==> src/sv/cu_pkg.sv <==
// shared types and constants for the combination unrank block
`timescale 1ns / 1ps
package cu_pkg;
    localparam int VAL_W       = 64;
    localparam int CNT_W       = $clog2(VAL_W);
    localparam int RANK_W      = 30;
    localparam int SIZE_W      = 6;
    localparam int ELEM_W      = 5;
    localparam int MAX_SET_DEF = 32;
    localparam int MAX_RES     = 32;
    localparam int QDEPTH      = 2;

    typedef struct packed {
        logic [SIZE_W-1:0] m;
        logic [SIZE_W-1:0] n;
        logic [RANK_W-1:0] rank;
        logic              bad;
    } t_job;

    typedef enum logic [2:0] {
        S_IDLE,
        S_CHECK,
        S_MUL,
        S_DIV,
        S_WALK,
        S_ERR
    } t_state;

    typedef enum logic [1:0] {
        PH_BIN,
        PH_FIRST,
        PH_WALK
    } t_phase;
endpackage

==> src/sv/cu_if.sv <==
// item channels of the combination unrank block
`timescale 1ns / 1ps
interface cu_in_if;
    logic                      valid;
    logic                      ready;
    logic [cu_pkg::SIZE_W-1:0] set_size;
    logic [cu_pkg::SIZE_W-1:0] subset_size;
    logic [cu_pkg::RANK_W-1:0] rank;
    modport source (output valid, set_size, subset_size, rank, input ready);
    modport sink (input valid, set_size, subset_size, rank, output ready);
endinterface

interface cu_out_if;
    logic                      valid;
    logic                      ready;
    logic [cu_pkg::ELEM_W-1:0] element;
    logic                      last;
    logic                      bad_args;
    modport source (output valid, element, last, bad_args, input ready);
    modport sink (input valid, element, last, bad_args, output ready);
endinterface

==> src/sv/cu_front.sv <==
// front stage: takes items and flags argument errors
`timescale 1ns / 1ps
module cu_front #(
    parameter int MAX_SET = cu_pkg::MAX_SET_DEF
) (
    input  logic         i_clk,
    input  logic         i_rst_n,
    cu_in_if.sink        i_in,
    output logic         o_valid,
    output cu_pkg::t_job o_job,
    input  logic         i_ready
);
    logic         r_v;
    cu_pkg::t_job r_job;
    logic         w_bad;

    assign i_in.ready = !r_v || i_ready;

    // range checks; rank against the count is done in the back
    assign w_bad = (i_in.subset_size == '0)
                || (i_in.subset_size > i_in.set_size)
                || (i_in.set_size > cu_pkg::SIZE_W'(MAX_SET))
                || (i_in.subset_size > cu_pkg::SIZE_W'(cu_pkg::MAX_RES));

    always_ff @(posedge i_clk) begin
        if (!i_rst_n) begin
            r_v <= 1'b0;
        end else if (i_in.ready) begin
            r_v <= i_in.valid;
        end
        if (i_in.valid && i_in.ready) begin
            r_job.m    <= i_in.set_size;
            r_job.n    <= i_in.subset_size;
            r_job.rank <= i_in.rank;
            r_job.bad  <= w_bad;
        end
    end

    assign o_valid = r_v;
    assign o_job   = r_job;
endmodule

==> src/sv/cu_queue.sv <==
// short queue between front and back
`timescale 1ns / 1ps
module cu_queue (
    input  logic         i_clk,
    input  logic         i_rst_n,
    input  logic         i_valid,
    input  cu_pkg::t_job i_job,
    output logic         o_ready,
    output logic         o_valid,
    output cu_pkg::t_job o_job,
    input  logic         i_ready
);
    localparam int PW = $clog2(cu_pkg::QDEPTH);

    cu_pkg::t_job r_mem [cu_pkg::QDEPTH];
    logic [PW-1:0] r_wp;
    logic [PW-1:0] r_rp;
    logic [PW:0]   r_cnt;
    logic          w_push;
    logic          w_pop;

    assign o_ready = (r_cnt != (PW+1)'(cu_pkg::QDEPTH));
    assign o_valid = (r_cnt != '0);
    assign o_job   = r_mem[r_rp];
    assign w_push  = i_valid && o_ready;
    assign w_pop   = o_valid && i_ready;

    always_ff @(posedge i_clk) begin
        if (!i_rst_n) begin
            r_wp  <= '0;
            r_rp  <= '0;
            r_cnt <= '0;
        end else begin
            if (w_push) begin
                r_wp <= r_wp + 1'b1;
            end
            if (w_pop) begin
                r_rp <= r_rp + 1'b1;
            end
            r_cnt <= r_cnt + (PW+1)'(w_push) - (PW+1)'(w_pop);
        end
        if (w_push) begin
            r_mem[r_wp] <= i_job;
        end
    end
endmodule

==> src/sv/cu_back.sv <==
// back engine: binomial count, rank check and element walk
`timescale 1ns / 1ps
module cu_back (
    input  logic         i_clk,
    input  logic         i_rst_n,
    input  logic         i_valid,
    input  cu_pkg::t_job i_job,
    output logic         o_ready,
    cu_out_if.source     o_out
);
    localparam int VW = cu_pkg::VAL_W;
    localparam int SW = cu_pkg::SIZE_W;

    cu_pkg::t_state r_state, n_state;
    cu_pkg::t_phase r_phase, n_phase;
    logic [SW-1:0]  r_m, n_m;
    logic [SW-1:0]  r_n, n_n;
    logic [SW-1:0]  r_b, n_b;
    logic [SW-1:0]  r_k, n_k;
    logic [SW-1:0]  r_j, n_j;
    logic [SW-1:0]  r_a, n_a;
    logic [SW-1:0]  r_left, n_left;
    logic [SW-1:0]  r_mult, n_mult;
    logic [SW-1:0]  r_dvsr, n_dvsr;
    logic [cu_pkg::RANK_W-1:0] r_rank, n_rank;
    logic [VW-1:0]  r_acc, n_acc;
    logic [VW-1:0]  r_quo, n_quo;
    logic [SW:0]    r_rem, n_rem;
    logic [cu_pkg::CNT_W-1:0] r_cnt, n_cnt;
    logic           r_ov, n_ov;
    logic [cu_pkg::ELEM_W-1:0] r_elem, n_elem;
    logic           r_last, n_last;
    logic           r_bad, n_bad;

    logic           w_free;
    logic           w_take;
    logic           w_div_end;
    logic [SW:0]    w_trial;
    logic [SW-1:0]  w_nb;

    assign w_free    = !r_ov || o_out.ready;
    assign w_take    = ({{(VW-cu_pkg::RANK_W){1'b0}}, r_rank} < r_acc);
    assign w_div_end = (r_cnt == cu_pkg::CNT_W'(VW-1));
    assign w_trial   = {r_rem[SW-1:0], r_quo[VW-1]};
    assign w_nb      = (i_job.n > i_job.m - i_job.n) ? (i_job.m - i_job.n) : i_job.n;
    assign o_ready   = (r_state == cu_pkg::S_IDLE);

    assign o_out.valid    = r_ov;
    assign o_out.element  = r_elem;
    assign o_out.last     = r_last;
    assign o_out.bad_args = r_bad;

    // next state
    always_comb begin
        n_state = r_state;
        case (r_state)
            cu_pkg::S_IDLE: begin
                if (i_valid) begin
                    if (i_job.bad) begin
                        n_state = cu_pkg::S_ERR;
                    end else if (w_nb == '0) begin
                        n_state = cu_pkg::S_CHECK;
                    end else begin
                        n_state = cu_pkg::S_MUL;
                    end
                end
            end
            cu_pkg::S_CHECK: begin
                n_state = w_take ? cu_pkg::S_MUL : cu_pkg::S_ERR;
            end
            cu_pkg::S_MUL: begin
                n_state = cu_pkg::S_DIV;
            end
            cu_pkg::S_DIV: begin
                if (w_div_end) begin
                    if (r_phase == cu_pkg::PH_BIN && r_k == r_b) begin
                        n_state = cu_pkg::S_CHECK;
                    end else if (r_phase == cu_pkg::PH_BIN) begin
                        n_state = cu_pkg::S_MUL;
                    end else begin
                        n_state = cu_pkg::S_WALK;
                    end
                end
            end
            cu_pkg::S_WALK: begin
                if (!w_take) begin
                    n_state = cu_pkg::S_MUL;
                end else if (w_free) begin
                    n_state = (r_left == SW'(1)) ? cu_pkg::S_IDLE : cu_pkg::S_MUL;
                end
            end
            cu_pkg::S_ERR: begin
                if (w_free) begin
                    n_state = cu_pkg::S_IDLE;
                end
            end
            default: n_state = cu_pkg::S_IDLE;
        endcase
    end

    // datapath and outputs
    always_comb begin
        n_phase = r_phase;
        n_m     = r_m;
        n_n     = r_n;
        n_b     = r_b;
        n_k     = r_k;
        n_j     = r_j;
        n_a     = r_a;
        n_left  = r_left;
        n_mult  = r_mult;
        n_dvsr  = r_dvsr;
        n_rank  = r_rank;
        n_acc   = r_acc;
        n_quo   = r_quo;
        n_rem   = r_rem;
        n_cnt   = r_cnt;
        n_ov    = r_ov && !o_out.ready;
        n_elem  = r_elem;
        n_last  = r_last;
        n_bad   = r_bad;
        case (r_state)
            cu_pkg::S_IDLE: begin
                if (i_valid) begin
                    n_m     = i_job.m;
                    n_n     = i_job.n;
                    n_rank  = i_job.rank;
                    n_b     = w_nb;
                    n_k     = SW'(1);
                    n_acc   = VW'(1);
                    n_phase = cu_pkg::PH_BIN;
                    // binomial step: acc * (m - b + k) / k
                    n_mult  = i_job.m - w_nb + SW'(1);
                    n_dvsr  = SW'(1);
                end
            end
            cu_pkg::S_CHECK: begin
                // first count C(m-1, n-1) = C(m, n) * n / m
                n_phase = cu_pkg::PH_FIRST;
                n_mult  = r_n;
                n_dvsr  = r_m;
                n_j     = '0;
                n_a     = r_m - SW'(1);
                n_left  = r_n;
            end
            cu_pkg::S_MUL: begin
                n_quo = VW'(r_acc * r_mult);
                n_rem = '0;
                n_cnt = '0;
            end
            cu_pkg::S_DIV: begin
                // restoring divide, one quotient bit a cycle
                n_cnt = r_cnt + 1'b1;
                if (w_trial >= {1'b0, r_dvsr}) begin
                    n_rem = w_trial - {1'b0, r_dvsr};
                    n_quo = {r_quo[VW-2:0], 1'b1};
                end else begin
                    n_rem = w_trial;
                    n_quo = {r_quo[VW-2:0], 1'b0};
                end
                if (w_div_end) begin
                    n_acc = n_quo;
                    if (r_phase == cu_pkg::PH_BIN) begin
                        n_k    = r_k + SW'(1);
                        n_mult = r_m - r_b + r_k + SW'(1);
                        n_dvsr = r_k + SW'(1);
                    end else begin
                        n_phase = cu_pkg::PH_WALK;
                    end
                end
            end
            cu_pkg::S_WALK: begin
                if (!w_take) begin
                    // skip element: C(a-1, b) = C(a, b) * (a - b) / a
                    n_rank = r_rank - r_acc[cu_pkg::RANK_W-1:0];
                    n_mult = r_a - (r_left - SW'(1));
                    n_dvsr = r_a;
                    n_a    = r_a - SW'(1);
                    n_j    = r_j + SW'(1);
                end else if (w_free) begin
                    n_ov   = 1'b1;
                    n_elem = r_j[cu_pkg::ELEM_W-1:0];
                    n_last = (r_left == SW'(1));
                    n_bad  = 1'b0;
                    // take element: C(a-1, b-1) = C(a, b) * b / a
                    n_left = r_left - SW'(1);
                    n_mult = r_left - SW'(1);
                    n_dvsr = r_a;
                    n_a    = r_a - SW'(1);
                    n_j    = r_j + SW'(1);
                end
            end
            cu_pkg::S_ERR: begin
                if (w_free) begin
                    n_ov   = 1'b1;
                    n_elem = '0;
                    n_last = 1'b1;
                    n_bad  = 1'b1;
                end
            end
            default: ;
        endcase
    end

    always_ff @(posedge i_clk) begin
        if (!i_rst_n) begin
            r_state <= cu_pkg::S_IDLE;
            r_phase <= cu_pkg::PH_BIN;
            r_ov    <= 1'b0;
        end else begin
            r_state <= n_state;
            r_phase <= n_phase;
            r_ov    <= n_ov;
        end
        r_m    <= n_m;
        r_n    <= n_n;
        r_b    <= n_b;
        r_k    <= n_k;
        r_j    <= n_j;
        r_a    <= n_a;
        r_left <= n_left;
        r_mult <= n_mult;
        r_dvsr <= n_dvsr;
        r_rank <= n_rank;
        r_acc  <= n_acc;
        r_quo  <= n_quo;
        r_rem  <= n_rem;
        r_cnt  <= n_cnt;
        r_elem <= n_elem;
        r_last <= n_last;
        r_bad  <= n_bad;
    end
endmodule

==> src/sv/combination_unrank.sv <==
// top level: lexicographic combination unranking
// operation: a bad-size item goes straight to the error output; otherwise the back works out the
// count in binomial steps (each one multiply then a serial divide, up to 16 steps), a rank check,
// the first count, then up to MAX_SET element steps
// throughput: one item at a time in the back; the serial divider sets the pace
// reset: synchronous active low, empties the queue and drops any pending output item
`timescale 1ns / 1ps
module combination_unrank #(
    parameter int MAX_SET = cu_pkg::MAX_SET_DEF
) (
    input  logic     i_clk,
    input  logic     i_rst_n,
    cu_in_if.sink    i_in,
    cu_out_if.source o_out
);
    // front stage to queue
    logic         w_f_valid;
    logic         w_f_ready;
    cu_pkg::t_job w_f_job;
    // queue to back engine
    logic         w_q_valid;
    logic         w_q_ready;
    cu_pkg::t_job w_q_job;

    // front: registers the item and flags size errors
    cu_front #(
        .MAX_SET (MAX_SET)
    ) u_front (
        .i_clk   (i_clk),
        .i_rst_n (i_rst_n),
        .i_in    (i_in),
        .o_valid (w_f_valid),
        .o_job   (w_f_job),
        .i_ready (w_f_ready)
    );

    // decoupling queue so the front can keep taking items during a long walk until the queue fills
    cu_queue u_queue (
        .i_clk   (i_clk),
        .i_rst_n (i_rst_n),
        .i_valid (w_f_valid),
        .i_job   (w_f_job),
        .o_ready (w_f_ready),
        .o_valid (w_q_valid),
        .o_job   (w_q_job),
        .i_ready (w_q_ready)
    );

    // back: binomial count by multiply then exact divide, rank check,
    // then the element walk with the count updated each step
    cu_back u_back (
        .i_clk   (i_clk),
        .i_rst_n (i_rst_n),
        .i_valid (w_q_valid),
        .i_job   (w_q_job),
        .o_ready (w_q_ready),
        .o_out   (o_out)
    );
endmodule

==> src/flat_wrapper.sv <==
// flat-port wrapper written by rule: the top's interface ports become plain ports
module combination_unrank_flat 
#(
    parameter int MAX_SET = cu_pkg::MAX_SET_DEF
)
  (i_clk, i_rst_n, i_in_valid, i_in_set_size, i_in_subset_size, i_in_rank, i_in_ready, o_out_valid, o_out_element, o_out_last, o_out_bad_args, o_out_ready);
  cu_in_if i_in_i ();
  cu_out_if o_out_i ();
  input  logic i_clk;
  input  logic i_rst_n;
  input wire logic [$bits(i_in_i.valid)-1:0] i_in_valid;
  input wire logic [$bits(i_in_i.set_size)-1:0] i_in_set_size;
  input wire logic [$bits(i_in_i.subset_size)-1:0] i_in_subset_size;
  input wire logic [$bits(i_in_i.rank)-1:0] i_in_rank;
  output wire logic [$bits(i_in_i.ready)-1:0] i_in_ready;
  output wire logic [$bits(o_out_i.valid)-1:0] o_out_valid;
  output wire logic [$bits(o_out_i.element)-1:0] o_out_element;
  output wire logic [$bits(o_out_i.last)-1:0] o_out_last;
  output wire logic [$bits(o_out_i.bad_args)-1:0] o_out_bad_args;
  input wire logic [$bits(o_out_i.ready)-1:0] o_out_ready;
  assign i_in_i.valid = i_in_valid;
  assign i_in_i.set_size = i_in_set_size;
  assign i_in_i.subset_size = i_in_subset_size;
  assign i_in_i.rank = i_in_rank;
  assign i_in_ready = i_in_i.ready;
  assign o_out_valid = o_out_i.valid;
  assign o_out_element = o_out_i.element;
  assign o_out_last = o_out_i.last;
  assign o_out_bad_args = o_out_i.bad_args;
  assign o_out_i.ready = o_out_ready;
  combination_unrank #(.MAX_SET(MAX_SET)) u_core (.i_clk(i_clk), .i_rst_n(i_rst_n), .i_in(i_in_i), .o_out(o_out_i));
endmodule
==> config.mk <==
export PLATFORM = sky130hd
export DESIGN_NAME = combination_unrank_flat
export DESIGN_NICKNAME = d
export VERILOG_FILES = /design/src/sv/cu_pkg.sv /design/src/sv/cu_if.sv /design/src/sv/cu_front.sv /design/src/sv/cu_queue.sv /design/src/sv/cu_back.sv /design/src/sv/combination_unrank.sv /design/src/flat_wrapper.sv
export SDC_FILE = /design/constraint.sdc
export NUM_CORES = 1
export LEC_CHECK = 0
export ABC_AREA = 1
export ABC_CLOCK_PERIOD_IN_PS = 6050
export BUFFER_PORTS_ARGS = -buffer_cell sky130_fd_sc_hd__buf_4
export CAP_MARGIN = 10
export CORE_MARGIN = 2
export CORE_UTILIZATION = 35
export CTS_BUF_LIST = sky130_fd_sc_hd__clkbuf_4 sky130_fd_sc_hd__clkbuf_8
export CTS_CLUSTER_SIZE = 25
export DETAILED_ROUTE_END_ITERATION = 7
export HOLD_SLACK_MARGIN = 0.12
export SETUP_SLACK_MARGIN = 0.02
export SLEW_MARGIN = 20
export SYNTH_ARGS = -nofsm -noshare
export SYNTH_HDL_FRONTEND = slang
export SYNTH_SLANG_ARGS = --single-unit
==> constraint.sdc <==
create_clock -name i_clk -period 6.05 [get_ports i_clk]
set_input_delay 0.605 -clock i_clk [delete_from_list [all_inputs] [get_ports i_clk]]
set_output_delay 0.605 -clock i_clk [all_outputs]
set_load 0.005 [all_outputs]
# == Word level (Yosys, flattened, before mapping) ==
# Memories as Yosys holds them, arrays and structs flattened. A register that Yosys moved wholly into a read port is not among the register bits.
# Index checks and enable logic that the tools add are counted.
# totals
memories,1
output_inout_bits,9
word_cells,175
regBits,285
ram_bits,86
# memory_table
memory,depth,word_bits,read_ports,rd_ports_with_merged_regs,write_ports,line,rtl
u_core.u_queue.r_mem,2,43,1,1,1,cu_queue.sv:15,cu_pkg::t_job r_mem [cu_pkg::QDEPTH];
# op_classes
n_lt_le_gt_ge,6
n_mul,1
n_eq_ne,18
addsub,19
n_reduce_logical,35
muxes,67
# ops
cell,count
$pmux W64 S2,2
$mux W64,2
$mux W6,17
$pmux W6 S2,6
$lt A30 B64 Y1,1
$mul A64 B6 Y64,1
$mux W30,2
$pmux W30 S2,1
$pmux W6 S4,2
$add A6 B1 Y6 const B,5
$sub A30 B30 Y30,1
$sub A6 B6 Y6,5
$mux W3,9
$ne A2 B2 Y1 const B,9
$pmux W3 S6,1
$sub A6 B1 Y6 const B,3
$reduce_and A4 Y1,4
$mux W5,3
$gt A6 B6 Y1,2
$gt A6 B6 Y1 const B,2
$logic_not A6 Y1,2
$mux W1,12
$reduce_bool A2 Y1,6
$mux W2,5
25 further kinds,43

# == Depth between registers and ports, before layout ==
# Gate-level depths: netlist (run 1).
# logic_depth
word_depth,8
ltp_mapped,34
mapped_depth_nobuf,32

# == By module ==
# A second synthesis (run 1) with hierarchy kept.
# unflattened
cells_unflattened,3833
hier_area_um2,31447.7
# modules_own_cells
module,n_inst,area_each_um2,cells_each,seq_area_each_um2
cu_back,1,26321.5,3570,7026.7
cu_queue,1,3543.4,170,2682.6
cu_front,1,1582.8,93,1311.3

# == Worst setup path after synthesis (run 1) ==
# Ideal clock, no wire load.
# synth_path
kind,register to register
startpoint,register (tool-made name)
endpoint,"register u_core.u_back.r_mult[5], data pin"
period_less_slack_ns,4.637
slack_ns,1.413
t_arrival_ns,4.384
stages_incl_launch_ff,31
setup_time_ns,0.253
cell_sequence,dfxtp_1 -> inv_1 -> buf_2 -> clkbuf_1 -> or2_2 -> o21ai_1 -> inv_1 -> fa_1 -> nand3_1 -> nand2_1 -> xnor2_1 -> ha_1 -> nand2_1 -> nor2_2 -> nand2_1 -> nand3_2 -> nand2_4 -> nand2_1 -> nand2_1 -> inv_1 -> ha_1 -> inv_1 -> ha_1 -> inv_1 -> fa_1 -> o21ai_0 -> a21oi_1 -> xnor2_1 -> xor2_1 -> o21ai_1 -> inv_1
# synth_lines
element,line,rtl
"end signal, assigned",cu_back.sv:222,r_mult <= n_mult;
"end, declared",cu_back.sv:23,"logic [SW-1:0] r_mult, n_mult;"

==> flow_summary.ini, run 1 <==
[status]
outcome = finished, final reports clean

[finish]
post_route_cells_drive_above_1_share_pct = 6.56
finish.utilization_pct = 39.4
final_cell_mix = sky130_fd_sc_hd__inv_1 (987), sky130_fd_sc_hd__nand2_1 (966), sky130_fd_sc_hd__edfxtp_1 (359)
number_of_filler_cells_placed_in_the_layout = 9070
final_common_cell = sky130_fd_sc_hd__inv_1
footprint_of_the_multi_input_gates_sq_um = 16200
area.growth.synth_to_final_pct = 11.4
layout.area.seq_sq_um = 11000
final_nets = 4417

[route]
drc = 0
drt_iter0_markers = 1508
average_routed_wire_per_standard_cell_um = 15.0
wl_um = 77700
first_pass_iters = 5
number_of_vias_per_cell = 4.66
route.vias.total = 24200
antenna_violating_nets_post_route = 0

[clock_network]
buffer_depth_of_the_longest_clock_path = 3
post_cts_hold_buffer_count = 42
cts.root.buffer_cell = sky130_fd_sc_hd__clkbuf_8
cts_tree = yes
cts.sink_count = 371
tritoncts.num_buffers = 67
postCtsSetupRepairBufs = 0
htree_levels = 3
postCtsResizedCells = 0
path_clk_slew_ns = 0.06
insertion_delay_ns = 0.68

[worst_setup_path]
critical-path-max-stage-delay_ns = 0.58
path_class = flip-flop to flip-flop
reg2reg_slack_ns = 0.86
slowest_stage = sky130_fd_sc_hd__dfxtp_2
worstSetupEndpointType = flip-flop
worst_r2r_endpoint = u_core.u_back.r_mult[5]
cpLargestDelayFamily = adder cells
timing.critical_path.required_ns = 6.48
number_of_buffer_and_inverter_stages_on_the_critical_path = 7
worst_setup_path_start_kind = flip-flop
highest_net_fanout_along_the_worst_path = 19
worst_ep_arrival_time_ns = 5.62
r2r.worst_path.cells = 30
critical-path-top-cell-by-count = sky130_fd_sc_hd__inv_1

[grt]
vias_in_the_first_global_route = 24900
grt_start_max_net_pins = 77
gr-usage-all-layers_pct = 17.6
antenna_found_initial = 1
grt_remaining_overflow = 0
grt_pass1_wl_um = 130000

[min_path]
worst_hold_startpoint = i_rst_n
min-delay-path-class = input pin to flip-flop
hold-path-endpoint = u_core.u_queue.r_cnt[0]
timing.hold.worst_path_depth = 3

[die]
overall_die_area_sq_um = 91700
placement_rows = 109
ios = 55
initial_utilization_pct = 35.3
dieHeight_um = 303
core_region_area_sq_um = 88400
die-width_um = 303

[synthesis]
portion_of_netlist_area_occupied_by_mux_cells_pct = 0.0961
yosys-top-cells-area = sky130_fd_sc_hd__edfxtp_1 (35%), sky130_fd_sc_hd__fa_1 (16%), sky130_fd_sc_hd__inv_1 (12%), sky130_fd_sc_hd__nand2_1 (12%), sky130_fd_sc_hd__ha_1 (5.9%)
ys_ff_latch = 371
synth.yosys.warnings = 0
post_synth_xor_area_fraction_pct = 1.88
post-synth-top-area-fraction_pct = 34.5
synth_top_family_by_area = adder cells
synth_edf_count = 359
async_reset_ff_share_pct = 0
syn_area_sq_um = 31200
synth_compound_area_share_pct = 8.37
mappedNetlistNets = 4315
synth.lib_cells_used.distinct = 59
synthDominantAreaCellType = sky130_fd_sc_hd__edfxtp_1
synthesis.instances = 3874
synthesis.area_per_instance_sq_um = 8.06
synth_fa_ha_area_share_pct = 21.8
yosys.area_share.simple_pct = 19.5
synth_sequential_area_ratio_pct = 35.3
synthFlopType = sky130_fd_sc_hd__edfxtp_1

[timing]
max_slew.worst_pin.slew_ns = 1.03
worst_clock_skew_ns = 0.0416
worst_slew_margin_rel_pct = 30.7
final_period_minus_worst_setup_slack_ns = 5.19
setup_viol_count_final = 0
maximum_clock_frequency_mhz = 193
drv_slew = 0
final_min_period_over_clock_period_pct = 85.8
rsz0062_at_grt = false
report.final.hold_viol_count = 0
fin_setup_tns_ns = 0

[placed_design]
port-buffer-count = 54
gp_routability_congestion = 0.961
hpwlAfterDp_um = 59200

[job]
max_cap_viol_count = 0
## layout make-up
| type | count | area share [%] |
|---|---|---|
| Antenna cell | 2 | 0.0144 |
| Clock buffer | 92 | 3.22 |
| Clock inverter | 24 | 0.687 |
| Inverter | 1002 | 10.8 |
| Multi-Input combinational cell | 2418 | 46.4 |
| Sequential cell | 371 | 31.7 |
| Tap cell | 1165 | 4.19 |
| Timing Repair Buffer | 116 | 2.98 |
## tightest hold or removal path: stages
cell and delay, ns:
sky130_fd_sc_hd__buf_4 0.14, sky130_fd_sc_hd__nand2_1 0.06, sky130_fd_sc_hd__inv_1 0.04
## cell usage after synthesis (12+ instances only)
library cell,n
sky130_fd_sc_hd__fa_1,247
sky130_fd_sc_hd__nor2_1,297
sky130_fd_sc_hd__nand2_2,14
sky130_fd_sc_hd__nand2_1,968
sky130_fd_sc_hd__inv_2,12
sky130_fd_sc_hd__clkbuf_1,61
sky130_fd_sc_hd__inv_1,989
sky130_fd_sc_hd__edfxtp_1,359
sky130_fd_sc_hd__nand3_1,91
sky130_fd_sc_hd__xnor2_1,25
sky130_fd_sc_hd__o21ai_0,153
sky130_fd_sc_hd__nand4_1,25
sky130_fd_sc_hd__o21ai_1,36
sky130_fd_sc_hd__a21oi_1,173
sky130_fd_sc_hd__o211ai_1,17
sky130_fd_sc_hd__buf_2,14
sky130_fd_sc_hd__a21o_1,18
sky130_fd_sc_hd__nor3_1,24
sky130_fd_sc_hd__ha_1,148
sky130_fd_sc_hd__o21bai_1,17
sky130_fd_sc_hd__xor2_1,42
sky130_fd_sc_hd__or2_2,16
sky130_fd_sc_hd__dfxtp_1,12
sky130_fd_sc_hd__a31oi_1,13
## worst max-delay path by stage
stage                              endpoint  slack [ns]  cells past startpoint
CTS                 u_core.u_back.r_mult[5]        0.82                     30
global route        u_core.u_back.r_mult[5]        0.38                     30
global placement    u_core.u_back.r_mult[5]        0.84                     30
detailed placement  u_core.u_back.r_mult[5]        0.83                     30
finish              u_core.u_back.r_mult[5]        0.86                     30
floorplan           u_core.u_back.r_mult[5]        1.41                     30
## routing by layer
layer / wire length [um] / up-vias / track usage [%]
li1: - / 12100 / -
met1: 37000 / 11500 / 24.7
met2: 35900 / 538 / 28.9
met3: 3580 / 98 / 2.45
met4: 1280 / 0 / 3.78
met5: 0 / - / 0
## kinds of logic after synthesis
kind of cell / Yosys count
multiplexers: 3
AND/OR/NAND/NOR: 1485
buffers and inverters: 1085
AO/OA/AOI/OAI: 468
XOR/XNOR: 67
adder cells (fa/ha/maj): 395
flip-flops: 371
## per-stage QoR
step	worst slack (ns)	cells	hold WS, ns	instance area, sq um
CTS	0.817	5188	0.155	34800
global route	0.376	5189	0.207	34800
floorplan	1.41	3874	0.421	31200
global placement	0.839	5030	0.425	33000
finish	0.857	5190	0.217	34800
detailed placement	0.830	5030	0.429	33000
## registers in the layout, summed over array words and instances, names as in the netlist, 3 cells and up, named ones only
register / cells
u_core.u_back.r_j: 5
u_core.u_back.r_n: 6
u_core.u_front.o_job: 43
u_core.u_back.r_cnt: 6
u_core.u_back.r_rem: 6
u_core.u_back.r_a: 6
u_core.u_queue.r_mem: 86
u_core.u_back.r_k: 6
u_core.u_back.r_rank: 30
u_core.u_back.r_acc: 64
u_core.u_back.r_left: 6
u_core.u_back.r_quo: 64
u_core.u_back.r_b: 6
u_core.u_back.r_dvsr: 6
u_core.u_back.o_out.element: 5
u_core.u_back.r_m: 6
u_core.u_back.r_mult: 6
u_core.u_back.r_state: 3
Power of run 1 is not shown: default switching activity piles up to over one toggle a cycle in this logic, so the estimate is an artifact.
==> run 2, diff against run 1 <==
- CORE_UTILIZATION: 35 -> 30
==> flow_summary.ini, run 2 (synthesized netlist as in run 1, its figures left out) <==
[die]
initial_utilization_pct = 30.2
ios = 55
core_region_area_sq_um = 103000
overall_die_area_sq_um = 107000
placement_rows = 118
die-width_um = 327
dieHeight_um = 327

[worst_setup_path]
reg2reg_slack_ns = 0.72
highest_net_fanout_along_the_worst_path = 61
worst_r2r_endpoint = u_core.u_back.r_quo[56]
critical_path.reg2reg.startpoint = u_core.u_back.r_mult[3]
r2r.worst_path.cells = 17
worst_setup_path_start_kind = flip-flop
timing.critical_path.required_ns = 6.43
worst_ep_arrival_time_ns = 5.71
path_class = flip-flop to flip-flop
worstSetupEndpointType = flip-flop

[clock_network]
cts_tree = yes
cts.root.buffer_cell = sky130_fd_sc_hd__clkbuf_8
htree_levels = 3
tritoncts.num_buffers = 66
path_clk_slew_ns = 0.06
post_cts_hold_buffer_count = 41
buffer_depth_of_the_longest_clock_path = 3
postCtsResizedCells = 0
postCtsSetupRepairBufs = 0
cts.sink_count = 371
insertion_delay_ns = 0.66

[job]
max_cap_viol_count = 0

[finish]
largestRegisters = u_core.u_queue.r_mem (86), u_core.u_back.r_acc (64), u_core.u_back.r_quo (64)
layout.area.seq_sq_um = 11000
number_of_filler_cells_placed_in_the_layout = 10900
final_common_cell = sky130_fd_sc_hd__inv_1
post_route_cells_drive_above_1_share_pct = 6.56
final_cell_mix = sky130_fd_sc_hd__inv_1 (987), sky130_fd_sc_hd__nand2_1 (965), sky130_fd_sc_hd__edfxtp_1 (359)
max_reg_flops = 86
area.growth.synth_to_final_pct = 12.3
top_register = u_core.u_queue.r_mem
footprint_of_the_multi_input_gates_sq_um = 16100
final_nets = 4415

[timing]
worst_slew_margin_rel_pct = 35.1
report.final.hold_viol_count = 0
fin_setup_tns_ns = 0
rsz0062_at_grt = false
setup_viol_count_final = 0
final_min_period_over_clock_period_pct = 88.1
maximum_clock_frequency_mhz = 188
final_period_minus_worst_setup_slack_ns = 5.33
max_slew.worst_pin.slew_ns = 0.970
worst_clock_skew_ns = 0.0322
drv_slew = 0

[grt]
grt_pass1_wl_um = 129000
grt_remaining_overflow = 0
grt_start_max_net_pins = 69
antenna_found_initial = 1
vias_in_the_first_global_route = 24900
gr-usage-all-layers_pct = 14.8

[route]
antenna_violating_nets_post_route = 0
drt_iter0_markers = 1497
number_of_vias_per_cell = 4.50
route.vias.total = 24300
wl_um = 78200
first_pass_iters = 8
drc = 0
average_routed_wire_per_standard_cell_um = 14.5

[placed_design]
gp_routability_congestion = 0.946
hpwlAfterDp_um = 59700
port-buffer-count = 54

[min_path]
hold-path-endpoint = u_core.u_front.o_job[36]
min-delay-path-class = input pin to flip-flop
timing.hold.worst_path_depth = 1
worst_hold_startpoint = i_in_subset_size[5]

[status]
outcome = finished, final reports clean
run 2: cell type report:
class,count,share of cell area [%]
clock inverter,35,0.906
clock buffer,85,3.05
multi-input combinational,2418,46.0
antenna,1,0.00713
timing repair buffer,115,2.93
sequential,371,31.4
inverter,1002,10.7
tap,1380,4.92
run 2: layer usage:
layer  wire [um]  vias up  global-route usage [%]
li1            -    12100                       -
met1       38100    11600                    21.2
met2       34400      556                    23.5
met3        4100       99                    2.20
met4        1550        0                    3.65
met5           0        -                       0
run 2: worst max path at each step:
stage                                  startpoint                      end  slack [ns]  depth (start not counted)
after detailed placement  u_core.u_back.r_mult[3]  u_core.u_back.r_quo[56]        0.86                         17
final                     u_core.u_back.r_mult[3]  u_core.u_back.r_quo[56]        0.72                         17
after global placement    u_core.u_back.r_mult[3]  u_core.u_back.r_quo[56]        0.87                         17
after global routing                    flip-flop  u_core.u_back.r_mult[5]        0.39                         33
after CTS                 u_core.u_back.r_mult[3]  u_core.u_back.r_quo[56]        0.80                         17
after floorplan                         flip-flop  u_core.u_back.r_mult[5]        1.41                         30
run 2: metrics by stage:
| step | worst slack [ns] | instance area [sq um] | utilization, % | hold slack, ns | std cells |
|---|---|---|---|---|---|
| floorplan | 1.41 | 31200 | - | 0.421 | 3874 |
| global placement | 0.871 | 33300 | 32.2 | 0.422 | 5245 |
| detailed placement | 0.856 | 33300 | 32.2 | 0.431 | 5245 |
| CTS | 0.804 | 35100 | 33.9 | 0.126 | 5406 |
| global route | 0.395 | 35100 | 33.9 | 0.139 | 5407 |
| finish | 0.720 | 35100 | 33.9 | 0.184 | 5407 |
run 2: critical path: stages (launching register included):
cell,delay [ns]
sky130_fd_sc_hd__edfxtp_1,0.32
sky130_fd_sc_hd__buf_4,0.59
sky130_fd_sc_hd__nand2_1,0.12
sky130_fd_sc_hd__inv_1,0.10
sky130_fd_sc_hd__fa_1,0.43
sky130_fd_sc_hd__fa_1,0.54
sky130_fd_sc_hd__inv_1,0.05
sky130_fd_sc_hd__fa_1,0.52
sky130_fd_sc_hd__inv_1,0.04
sky130_fd_sc_hd__ha_1,0.35
sky130_fd_sc_hd__a21oi_1,0.24
sky130_fd_sc_hd__a21boi_0,0.36
sky130_fd_sc_hd__a21boi_1,0.43
sky130_fd_sc_hd__nand3_1,0.38
sky130_fd_sc_hd__nand3_1,0.19
sky130_fd_sc_hd__nand3_1,0.15
sky130_fd_sc_hd__nor2_1,0.13
sky130_fd_sc_hd__o21ai_1,0.09
Power of run 2 is left out for the same reason.
